--- src/rtl/rss_pkg.sv ---
// Shared widths, constants and sequencer states for the running sample statistics block.
package rss_pkg;

  localparam int SAMPLE_BITS = 16;
  localparam int COUNT_W     = 21;
  localparam int SUM_W       = 37;
  localparam int SUMSQ_W     = 52;
  localparam int MEAN_W      = 24;
  localparam int DEV_W       = 23;

  // Q.8 scaling of the mean, and its square for the deviation radicand
  localparam int MEAN_SHIFT  = 8;
  localparam int DEV_SHIFT   = 2 * MEAN_SHIFT;

  // shared add/subtract unit and the operands that pass through it
  localparam int ALU_W       = 88;
  localparam int MAG_W       = 36;
  localparam int MCAND_W     = 72;
  localparam int QUO_W       = 44;
  localparam int DIV_REM_W   = COUNT_W;
  localparam int SQ_REM_W    = 48;
  localparam int CNT_W       = 6;

  localparam int DIV_STEPS   = QUO_W;
  localparam int MULQ_STEPS  = COUNT_W;
  localparam int MULS_STEPS  = MAG_W;
  localparam int SQRT_STEPS  = ALU_W / 2;

  localparam logic [COUNT_W-1:0] MAX_SAMPLES = COUNT_W'(1048576);

  localparam logic signed [SAMPLE_BITS-1:0] SAMPLE_MIN = {1'b1, {(SAMPLE_BITS-1){1'b0}}};
  localparam logic signed [SAMPLE_BITS-1:0] SAMPLE_MAX = {1'b0, {(SAMPLE_BITS-1){1'b1}}};

  typedef enum logic [3:0] {
    ST_IDLE,
    ST_ACC,
    ST_LOAD,
    ST_DIVM,
    ST_MULQ,
    ST_MULS,
    ST_SQRT,
    ST_DIVD,
    ST_DONE
  } state_t;

endpackage

--- src/rtl/running_sample_statistics.sv ---
// Running count, mean, deviation, minimum and maximum over a stream of signed samples.
//
//   channel | signals                                   | carries
//   --------+-------------------------------------------+---------------------------------
//   sample  | sample_valid, sample_stall, sample        | one signed sample per transaction
//   result  | result_valid, result_stall, sample_count, | updated statistics, one per
//           | mean_q8, stddev_q8, largest, smallest,    | accepted sample
//           | full_res                                  |
//
// A new sample is taken only in idle, after the previous result has been registered.
// Each update is sequenced through the single 88-bit add/subtract unit: 44 steps of
// mean division, 21 + 36 shift-add multiply steps, 44 square root steps and 44 steps
// of deviation division.
// rst is synchronous, clears the statistics and result_valid and returns the sequencer to idle.
// sample_stall is high from acceptance until the sequencer is back in idle; a held result
// delays the return to idle but a waiting result does not block the next sample.
module running_sample_statistics (
  input  logic                                clk,
  input  logic                                rst,
  input  logic                                sample_valid,
  output logic                                sample_stall,
  input  logic signed [rss_pkg::SAMPLE_BITS-1:0] sample,
  output logic                                result_valid,
  input  logic                                result_stall,
  output logic [rss_pkg::COUNT_W-1:0]         sample_count,
  output logic signed [rss_pkg::MEAN_W-1:0]   mean_q8,
  output logic [rss_pkg::DEV_W-1:0]           stddev_q8,
  output logic signed [rss_pkg::SAMPLE_BITS-1:0] largest,
  output logic signed [rss_pkg::SAMPLE_BITS-1:0] smallest,
  output logic                                full_res
);

  rss_pkg::state_t state, state_next;

  logic [rss_pkg::COUNT_W-1:0]            count;
  logic signed [rss_pkg::SUM_W-1:0]       sum;
  logic [rss_pkg::SUMSQ_W-1:0]            sumsq;
  logic signed [rss_pkg::SAMPLE_BITS-1:0] maxv;
  logic signed [rss_pkg::SAMPLE_BITS-1:0] minv;
  logic signed [rss_pkg::SAMPLE_BITS-1:0] sample_q;
  logic                                   full;

  logic [rss_pkg::CNT_W-1:0]     cnt;
  logic [rss_pkg::ALU_W-1:0]     acc;
  logic [rss_pkg::MCAND_W-1:0]   mcand;
  logic [rss_pkg::MAG_W-1:0]     mplier;
  logic [rss_pkg::QUO_W-1:0]     quo;
  logic [rss_pkg::SQ_REM_W-1:0]  rem;
  logic                          neg;
  logic [rss_pkg::MEAN_W-1:0]    mean_hold;

  logic signed [2*rss_pkg::SAMPLE_BITS-1:0] sq;
  logic [rss_pkg::SUM_W-1:0]     sum_abs;
  logic [rss_pkg::MAG_W-1:0]     smag;
  logic [rss_pkg::DIV_REM_W:0]   div_sh;
  logic [rss_pkg::SQ_REM_W-1:0]  sqrt_sh;
  logic [rss_pkg::ALU_W-1:0]     alu_a;
  logic [rss_pkg::ALU_W-1:0]     alu_b;
  logic                          alu_sub;
  logic [rss_pkg::ALU_W:0]       alu_res;
  logic                          carry;
  logic [rss_pkg::ALU_W-1:0]     acc_step;
  logic [rss_pkg::QUO_W-1:0]     q_final;
  logic [rss_pkg::MEAN_W-1:0]    mean_mag;
  logic [rss_pkg::MEAN_W-1:0]    mean_val;
  logic                          last;
  logic                          out_free;

  assign sq      = sample_q * sample_q;
  assign sum_abs = sum[rss_pkg::SUM_W-1] ? -sum : sum;
  assign smag    = sum_abs[rss_pkg::MAG_W-1:0];
  assign div_sh  = {rem[rss_pkg::DIV_REM_W-1:0], quo[rss_pkg::QUO_W-1]};
  assign sqrt_sh = {rem[rss_pkg::SQ_REM_W-3:0], acc[rss_pkg::ALU_W-1 -: 2]};
  assign last    = (cnt == '0);
  assign out_free = !result_valid || !result_stall;

  // shared add/subtract unit: carry out on subtract means a >= b
  always_comb begin
    alu_a   = acc;
    alu_b   = '0;
    alu_sub = 1'b0;
    case (state)
      rss_pkg::ST_DIVM, rss_pkg::ST_DIVD: begin
        alu_a   = rss_pkg::ALU_W'(div_sh);
        alu_b   = rss_pkg::ALU_W'(count);
        alu_sub = 1'b1;
      end
      rss_pkg::ST_MULQ: begin
        alu_a   = acc;
        alu_b   = rss_pkg::ALU_W'(mcand);
        alu_sub = 1'b0;
      end
      rss_pkg::ST_MULS: begin
        alu_a   = acc;
        alu_b   = rss_pkg::ALU_W'(mcand);
        alu_sub = 1'b1;
      end
      rss_pkg::ST_SQRT: begin
        alu_a   = rss_pkg::ALU_W'(sqrt_sh);
        alu_b   = rss_pkg::ALU_W'({quo, 2'b01});
        alu_sub = 1'b1;
      end
      default: begin
        alu_a   = acc;
        alu_b   = '0;
        alu_sub = 1'b0;
      end
    endcase
  end

  assign alu_res  = {1'b0, alu_a} + {1'b0, (alu_sub ? ~alu_b : alu_b)}
                  + (rss_pkg::ALU_W+1)'(alu_sub);
  assign carry    = alu_res[rss_pkg::ALU_W];
  assign acc_step = mplier[0] ? alu_res[rss_pkg::ALU_W-1:0] : acc;
  assign q_final  = {quo[rss_pkg::QUO_W-2:0], carry};
  assign mean_mag = q_final[rss_pkg::MEAN_W-1:0];
  assign mean_val = neg ? -mean_mag : mean_mag;

  always_comb begin
    state_next   = state;
    sample_stall = (state != rss_pkg::ST_IDLE);
    case (state)
      rss_pkg::ST_IDLE: if (sample_valid) state_next = rss_pkg::ST_ACC;
      rss_pkg::ST_ACC:  state_next = rss_pkg::ST_LOAD;
      rss_pkg::ST_LOAD: state_next = rss_pkg::ST_DIVM;
      rss_pkg::ST_DIVM: if (last) state_next = rss_pkg::ST_MULQ;
      rss_pkg::ST_MULQ: if (last) state_next = rss_pkg::ST_MULS;
      rss_pkg::ST_MULS: if (last) state_next = rss_pkg::ST_SQRT;
      rss_pkg::ST_SQRT: if (last) state_next = rss_pkg::ST_DIVD;
      rss_pkg::ST_DIVD: if (last) state_next = rss_pkg::ST_DONE;
      rss_pkg::ST_DONE: if (out_free) state_next = rss_pkg::ST_IDLE;
      default:          state_next = rss_pkg::ST_IDLE;
    endcase
  end

  always_ff @(posedge clk) begin
    if (rst) begin
      state <= rss_pkg::ST_IDLE;
    end else begin
      state <= state_next;
    end
  end

  // statistics and result handshake
  always_ff @(posedge clk) begin
    if (rst) begin
      count        <= '0;
      sum          <= '0;
      sumsq        <= '0;
      maxv         <= rss_pkg::SAMPLE_MIN;
      minv         <= rss_pkg::SAMPLE_MAX;
      result_valid <= 1'b0;
    end else begin
      if (state == rss_pkg::ST_ACC) begin
        if (count == rss_pkg::MAX_SAMPLES) begin
          full <= 1'b1;
        end else begin
          full  <= 1'b0;
          count <= count + rss_pkg::COUNT_W'(1);
          sum   <= sum + rss_pkg::SUM_W'(sample_q);
          sumsq <= sumsq + rss_pkg::SUMSQ_W'($unsigned(sq));
          if (sample_q > maxv) maxv <= sample_q;
          if (sample_q < minv) minv <= sample_q;
        end
      end
      if (state == rss_pkg::ST_DONE && out_free) begin
        result_valid <= 1'b1;
      end else if (!result_stall) begin
        result_valid <= 1'b0;
      end
    end
  end

  // sequenced datapath around the shared unit
  always_ff @(posedge clk) begin
    case (state)
      rss_pkg::ST_IDLE: begin
        if (sample_valid) sample_q <= sample;
      end
      rss_pkg::ST_LOAD: begin
        rem <= '0;
        quo <= {smag, {rss_pkg::MEAN_SHIFT{1'b0}}};
        neg <= sum[rss_pkg::SUM_W-1];
        cnt <= rss_pkg::CNT_W'(rss_pkg::DIV_STEPS - 1);
      end
      rss_pkg::ST_DIVM: begin
        rem <= rss_pkg::SQ_REM_W'(carry ? alu_res[rss_pkg::DIV_REM_W-1:0]
                                        : div_sh[rss_pkg::DIV_REM_W-1:0]);
        quo <= q_final;
        cnt <= cnt - rss_pkg::CNT_W'(1);
        if (last) begin
          mean_hold <= mean_val;
          acc       <= '0;
          mcand     <= rss_pkg::MCAND_W'(sumsq);
          mplier    <= rss_pkg::MAG_W'(count);
          cnt       <= rss_pkg::CNT_W'(rss_pkg::MULQ_STEPS - 1);
        end
      end
      rss_pkg::ST_MULQ: begin
        acc    <= acc_step;
        mcand  <= mcand << 1;
        mplier <= mplier >> 1;
        cnt    <= cnt - rss_pkg::CNT_W'(1);
        if (last) begin
          mcand  <= rss_pkg::MCAND_W'(smag);
          mplier <= smag;
          cnt    <= rss_pkg::CNT_W'(rss_pkg::MULS_STEPS - 1);
        end
      end
      rss_pkg::ST_MULS: begin
        acc    <= acc_step;
        mcand  <= mcand << 1;
        mplier <= mplier >> 1;
        cnt    <= cnt - rss_pkg::CNT_W'(1);
        if (last) begin
          // drop a negative difference, else scale the radicand by 2^16
          acc <= acc_step[rss_pkg::ALU_W-1] ? '0
               : {acc_step[rss_pkg::ALU_W-rss_pkg::DEV_SHIFT-1:0],
                  {rss_pkg::DEV_SHIFT{1'b0}}};
          rem <= '0;
          quo <= '0;
          cnt <= rss_pkg::CNT_W'(rss_pkg::SQRT_STEPS - 1);
        end
      end
      rss_pkg::ST_SQRT: begin
        rem <= carry ? alu_res[rss_pkg::SQ_REM_W-1:0] : sqrt_sh;
        quo <= q_final;
        acc <= acc << 2;
        cnt <= cnt - rss_pkg::CNT_W'(1);
        if (last) begin
          rem <= '0;
          cnt <= rss_pkg::CNT_W'(rss_pkg::DIV_STEPS - 1);
        end
      end
      rss_pkg::ST_DIVD: begin
        rem <= rss_pkg::SQ_REM_W'(carry ? alu_res[rss_pkg::DIV_REM_W-1:0]
                                        : div_sh[rss_pkg::DIV_REM_W-1:0]);
        quo <= q_final;
        cnt <= cnt - rss_pkg::CNT_W'(1);
      end
      rss_pkg::ST_DONE: begin
        if (out_free) begin
          sample_count <= count;
          mean_q8      <= mean_hold;
          stddev_q8    <= quo[rss_pkg::DEV_W-1:0];
          largest      <= maxv;
          smallest     <= minv;
          full_res     <= full;
        end
      end
      default: begin
      end
    endcase
  end

`ifndef SYNTHESIS
  a_accept_starts: assert property (@(posedge clk) disable iff (rst)
    (sample_valid && !sample_stall) |=> (state == rss_pkg::ST_ACC))
    else $error("accepted sample did not start the update");

  a_result_from_done: assert property (@(posedge clk) disable iff (rst)
    $rose(result_valid) |-> ($past(state) == rss_pkg::ST_DONE))
    else $error("result raised outside the final step");

  a_full_at_limit: assert property (@(posedge clk) disable iff (rst)
    (result_valid && full_res) |-> (sample_count == rss_pkg::MAX_SAMPLES))
    else $error("full flag set below the sample limit");

  a_min_below_max: assert property (@(posedge clk) disable iff (rst)
    result_valid |-> (smallest <= largest))
    else $error("minimum above maximum in a result");
`endif

endmodule

--- config.mk ---
export PLATFORM = sky130hd
export DESIGN_NAME = running_sample_statistics
export DESIGN_NICKNAME = d
export VERILOG_FILES = /design/src/rtl/rss_pkg.sv /design/src/rtl/running_sample_statistics.sv
export SDC_FILE = /design/constraint.sdc
export NUM_CORES = 2
export LEC_CHECK = 0
export BUFFER_PORTS_ARGS = -buffer_cell sky130_fd_sc_hd__buf_2
export CELL_PAD_IN_SITES_DETAIL_PLACEMENT = 2
export CELL_PAD_IN_SITES_GLOBAL_PLACEMENT = 2
export CORE_ASPECT_RATIO = 1.25
export CORE_MARGIN = 2
export CORE_UTILIZATION = 45
export DETAILED_ROUTE_END_ITERATION = 7
export GPL_TIMING_DRIVEN = 0
export PLACE_DENSITY = 0.95
export SLEW_MARGIN = 20
export SYNTH_ARGS = -nofsm -noshare
export SYNTH_HDL_FRONTEND = slang
export SYNTH_SLANG_ARGS = --single-unit
export TNS_END_PERCENT = 100
--- constraint.sdc ---
create_clock -name clk -period 21.7 [get_ports clk]
set_clock_uncertainty 0.15 [all_clocks]
set_input_delay 2.17 -clock clk [delete_from_list [all_inputs] [get_ports clk]]
set_output_delay 2.17 -clock clk [all_outputs]
set_load 0.01 [all_outputs]
==> results.yml, run 1 <==
synthesis:
  synth_most_common_cell: "nand2_1"
  netlist_top_cells_count: "nand2_1, edfxtp_1, inv_1, a21oi_1"
  synth.distinct_cells: 82
  yosysWarnings: 0
  postSynth.asyncResetShare: 0
  synth_seq_cells: 582
  synth_area_leaders: "edfxtp_1, fa_1, ha_1, dfxtp_1, nand2_1"
  syn-num-nets: 5286
  synthCells: 4747
  synth_area_sq_mm: 0.0448
  synth_top_area_frac: 0.292
  yosysSeqAreaShare: 0.358
  synth_top_cell_by_area: "edfxtp_1"
  avgSynthCellArea_sq_um: 9.43
  synth_edf_count: 435
  synthFlopType: "edfxtp_1"
grt:
  globalRouteTotalUtil: 0.626
  grt_overflow: 283
  grt_pass1_wl_microns: 470000
  grt_pass1_vias: 58721
  grt_max_degree: 57
place:
  dp_cells: 6198
  hpwl_microns: 173000
  gp_congestion: 0.948
  dp_slack_ns: 10.25
  port_buffers: 121
floorplanning:
  fp.dieH_microns: 357
  ios: 123
  die_w_microns: 286
  num_rows: 129
  initial_core_util: 0.453
clocking:
  cts_setup_buffers: 0
  cts_sinks: 582
  htreeDepth: 3
  cts-root-buf: "clkbuf_16"
  cts_buffer_depth: 3
  numCtsBuffers: 69
  post_cts_resized: 0
  ctsHoldBuffers: 0
status:
  status: "did not finish"
  haltStage: "global routing (5_1_grt)"
  stop_error: "[ERROR GRT-0116] Global routing finished with congestion. Check the congestion regions in the DRC Viewer."
[cell families after synthesis]
family                     synth area share
AOI/OAI and AO/OA                     0.182
xor gates and xnor gates             0.0671
adders and majority gates             0.185
buffers and inverters                0.0581
DFF                                   0.358
muxes                                0.0194
and+or+nand+nor                       0.131
[stage by stage]
step	hold slack [ns]	utilization	cell area (sq um)
after floorplan	0.250	-	44800
after detailed placement	0.257	0.481	47500
after global placement	0.251	0.476	47000
after CTS	0.282	0.504	49800
[metal layers]
| metal | overflow | global-route usage |
|---|---|---|
| met1 | 3 | 0.595 |
| met2 | 151 | 0.858 |
| met3 | 16 | 0.426 |
| met4 | 113 | 0.640 |
| met5 | 0 | 0.157 |
==> inputs of run 2 (changes only) <==
--- a/config.mk
+++ b/config.mk
@@ -6,14 +6,11 @@
 export NUM_CORES = 2
 export LEC_CHECK = 0
 export BUFFER_PORTS_ARGS = -buffer_cell sky130_fd_sc_hd__buf_2
-export CELL_PAD_IN_SITES_DETAIL_PLACEMENT = 2
-export CELL_PAD_IN_SITES_GLOBAL_PLACEMENT = 2
-export CORE_ASPECT_RATIO = 1.25
 export CORE_MARGIN = 2
-export CORE_UTILIZATION = 45
+export CORE_UTILIZATION = 35
 export DETAILED_ROUTE_END_ITERATION = 7
 export GPL_TIMING_DRIVEN = 0
-export PLACE_DENSITY = 0.95
+export PLACE_DENSITY_LB_ADDON = 0.15
 export SLEW_MARGIN = 20
 export SYNTH_ARGS = -nofsm -noshare
 export SYNTH_HDL_FRONTEND = slang
==> run 2 against run 1 <==
Area after synthesis did not move. Synthesized cell count unchanged. The run now ends clean.
==> results.yml, run 2 <==
place:
  port_buffers: 121
  dpl_cell_area_sq_mm: 0.0480
  dp_slack_ns: 10.87
  hpwl_microns: 119000
  dp_cells: 6551
  gp_congestion: 0.908
timing:
  final-setup-viol-count: 0
  drv_slew: 0
  period_share: 0.499
  fin_tns_setup_ns: 0
  slew_headroom: 0.237
  min_period_ns: 10.83
  postLayoutSetupSlackWorst_ns: 10.87
  rsz0062_at_grt: "no"
  tightest_slew_ns: 1.15
  hold_viol_final: 0
  max_freq_mhz: 92.3
detailed_routing:
  vias: 36222
  dr.pass1.iters: 7
  drt_wl_total_microns: 149000
  vias_per_cell: 5.42
  drc_errors: 0
  dr.first_iter.drc_count: 3319
  ant_nets: 0
  routedWlPerCell_microns: 22.4
final_layout:
  top_register: "acc"
  finalNonFillerCells: 6680
  syn_to_final_growth_pct: 12.3
  layout_commonest_cell: "nand2_1"
  post-route-util: 0.395
  design_area_sq_mm: 0.0503
  nets: 5501
  final_cell_mix: "nand2_1, edfxtp_1, inv_1"
  top_regs: "acc: 88 flops, mcand: 72 flops, sumsq: 52 flops"
  largest_register_ffs: 88
  drive_above_1_share: 0.0624
synthesis:
  synth_seq_cells: 582
  synth_area_leaders: "edfxtp_1, fa_1, ha_1, dfxtp_1, nand2_1"
  synth_edf_count: 435
  postSynth.asyncResetShare: 0
  synth_most_common_cell: "nand2_1"
  synth.distinct_cells: 82
  yosysSeqAreaShare: 0.358
  synthFlopType: "edfxtp_1"
  synthCells: 4747
  yosysWarnings: 0
  synth_area_sq_mm: 0.0448
  netlist_top_cells_count: "nand2_1, edfxtp_1, inv_1, a21oi_1"
  syn-num-nets: 5286
  synth_top_area_frac: 0.292
  avgSynthCellArea_sq_um: 9.43
  synth_top_cell_by_area: "edfxtp_1"
worst_setup_path:
  cp_slowest_cell: "edfxtp_1"
  arrival_ns: 11.22
  rr_startpoint: "sample_q[9]"
  cp-start-kind: "register"
  criticalPathCategory: "reg -> reg"
  cp_max_fo: 10
  worst_path_most_repeated_cell: "fa_1"
  worstPathRequired_ns: 22.09
  end_kind: "register"
  worst_path_largest_cell_delay_ns: 0.68
  startpoint: "sample_q[9]"
  reg2reg_slack_ns: 10.87
  r2r_cells: 34
clocking:
  cts-root-buf: "clkbuf_16"
  ctsHoldBuffers: 0
  cts_setup_buffers: 0
  cts_sinks: 582
  numCtsBuffers: 71
  cts_tree: "built"
  post_cts_resized: 0
  clk_pin_slew_worst_paths_ns: 0.05
  insertion_delay_ns: 0.66
  cts_buffer_depth: 3
  htreeDepth: 3
floorplanning:
  fp.dieH_microns: 362
  coreArea_sq_mm: 0.127
  ios: 123
  fp.dieArea_sq_mm: 0.131
  num_rows: 131
  die_w_microns: 362
  initial_core_util: 0.352
power:
  p_leak_uw: 0.0207
  power_frac_clock: 0.140
  comb_power_share: 0.707
  seqPwrFrac: 0.152
  sw_frac_of_total: 0.469
  ir_worst_vdd_mv: 0.290
  intPower_uw: 4570
  switching_power_uw: 4040
  power_density_mw_per_mm2: 171
grt:
  grt_overflow: 0
  grt_pass1_wl_microns: 226000
  grt_pass1_vias: 35782
  antenna_found_initial: 6
  globalRouteTotalUtil: 0.225
  grt_max_degree: 53
hold_path:
  hold_path_depth: 0
  hold_start: "mean_hold[0]"
  hold_path_class: "reg -> reg"
run:
  maxCapViolCount: 0
status:
  status: "finished clean"
-- run 2: cell counts after synthesis --
No cell type changed its count.
-- run 2: cell type report --
type | instances | area (sq um)
fill | 12775 | 76900
multi-input combinational | 3479 | 26200
sequential | 582 | 16000
tap | 1662 | 2080
clock buffer | 94 | 1980
inverter | 431 | 1620
timing repair buffer | 142 | 1060
buffer | 255 | 987
clock inverter | 34 | 327
antenna | 1 | 2.50
-- run 2: per-stage QoR --
stage	hold slack (ns)	power, uW
2_1_floorplan	0.250	6210
3_3_place_gp	0.253	7360
3_5_place_dp	0.255	7440
4_1_cts	0.268	8680
5_1_grt	0.274	9590
6_report	0.268	8610
-- run 2: worst max-delay path: cells and delay by family, from the launching register on --
kind            cells  cell delay (ns)
simple gates        9             1.90
compound gates     11             2.48
flops               1             0.68
buf+inv             5             1.44
fa+ha+maj           8             3.94
xor+xnor            1             0.13
-- run 2: path summary, 6_finish.rpt --
path,endpoint
min reg2reg,mean_q8[0]
max reg2reg,sumsq[46]
min,mean_q8[0]
max,sumsq[46]
-- run 2: routing by layer --
metal,wire [microns],GRT usage,part of all wire,vias to the layer above
met1,67900,0.311,0.45,17636
met3,7910,0.0259,0.053,220
met4,4730,0.0699,0.032,2
met2,68800,0.369,0.46,1140
met5,8,0,0.000054,-
li1,-,-,-,17224
-- run 2: cells by family after synthesis --
group | Yosys count | share of synthesized area
flops | 582 | 0.358
xor+xnor | 343 | 0.0671
fa+ha+maj | 519 | 0.185
compound gates | 1246 | 0.182
simple gates | 1285 | 0.131
mux | 86 | 0.0194
buf+inv | 686 | 0.0581
-- run 2: power groups by stage --
stage / combinational, uW / clock (uW) / sequential (uW)
final: 6090 / 1210 / 1310
after global routing: 7010 / 1270 / 1310
after CTS: 6140 / 1230 / 1310
after detailed placement: 6110 / 0 / 1330
after global placement: 6030 / 0 / 1330
after floorplan: 4920 / 0 / 1290
(Power assumes the default switching activity.)
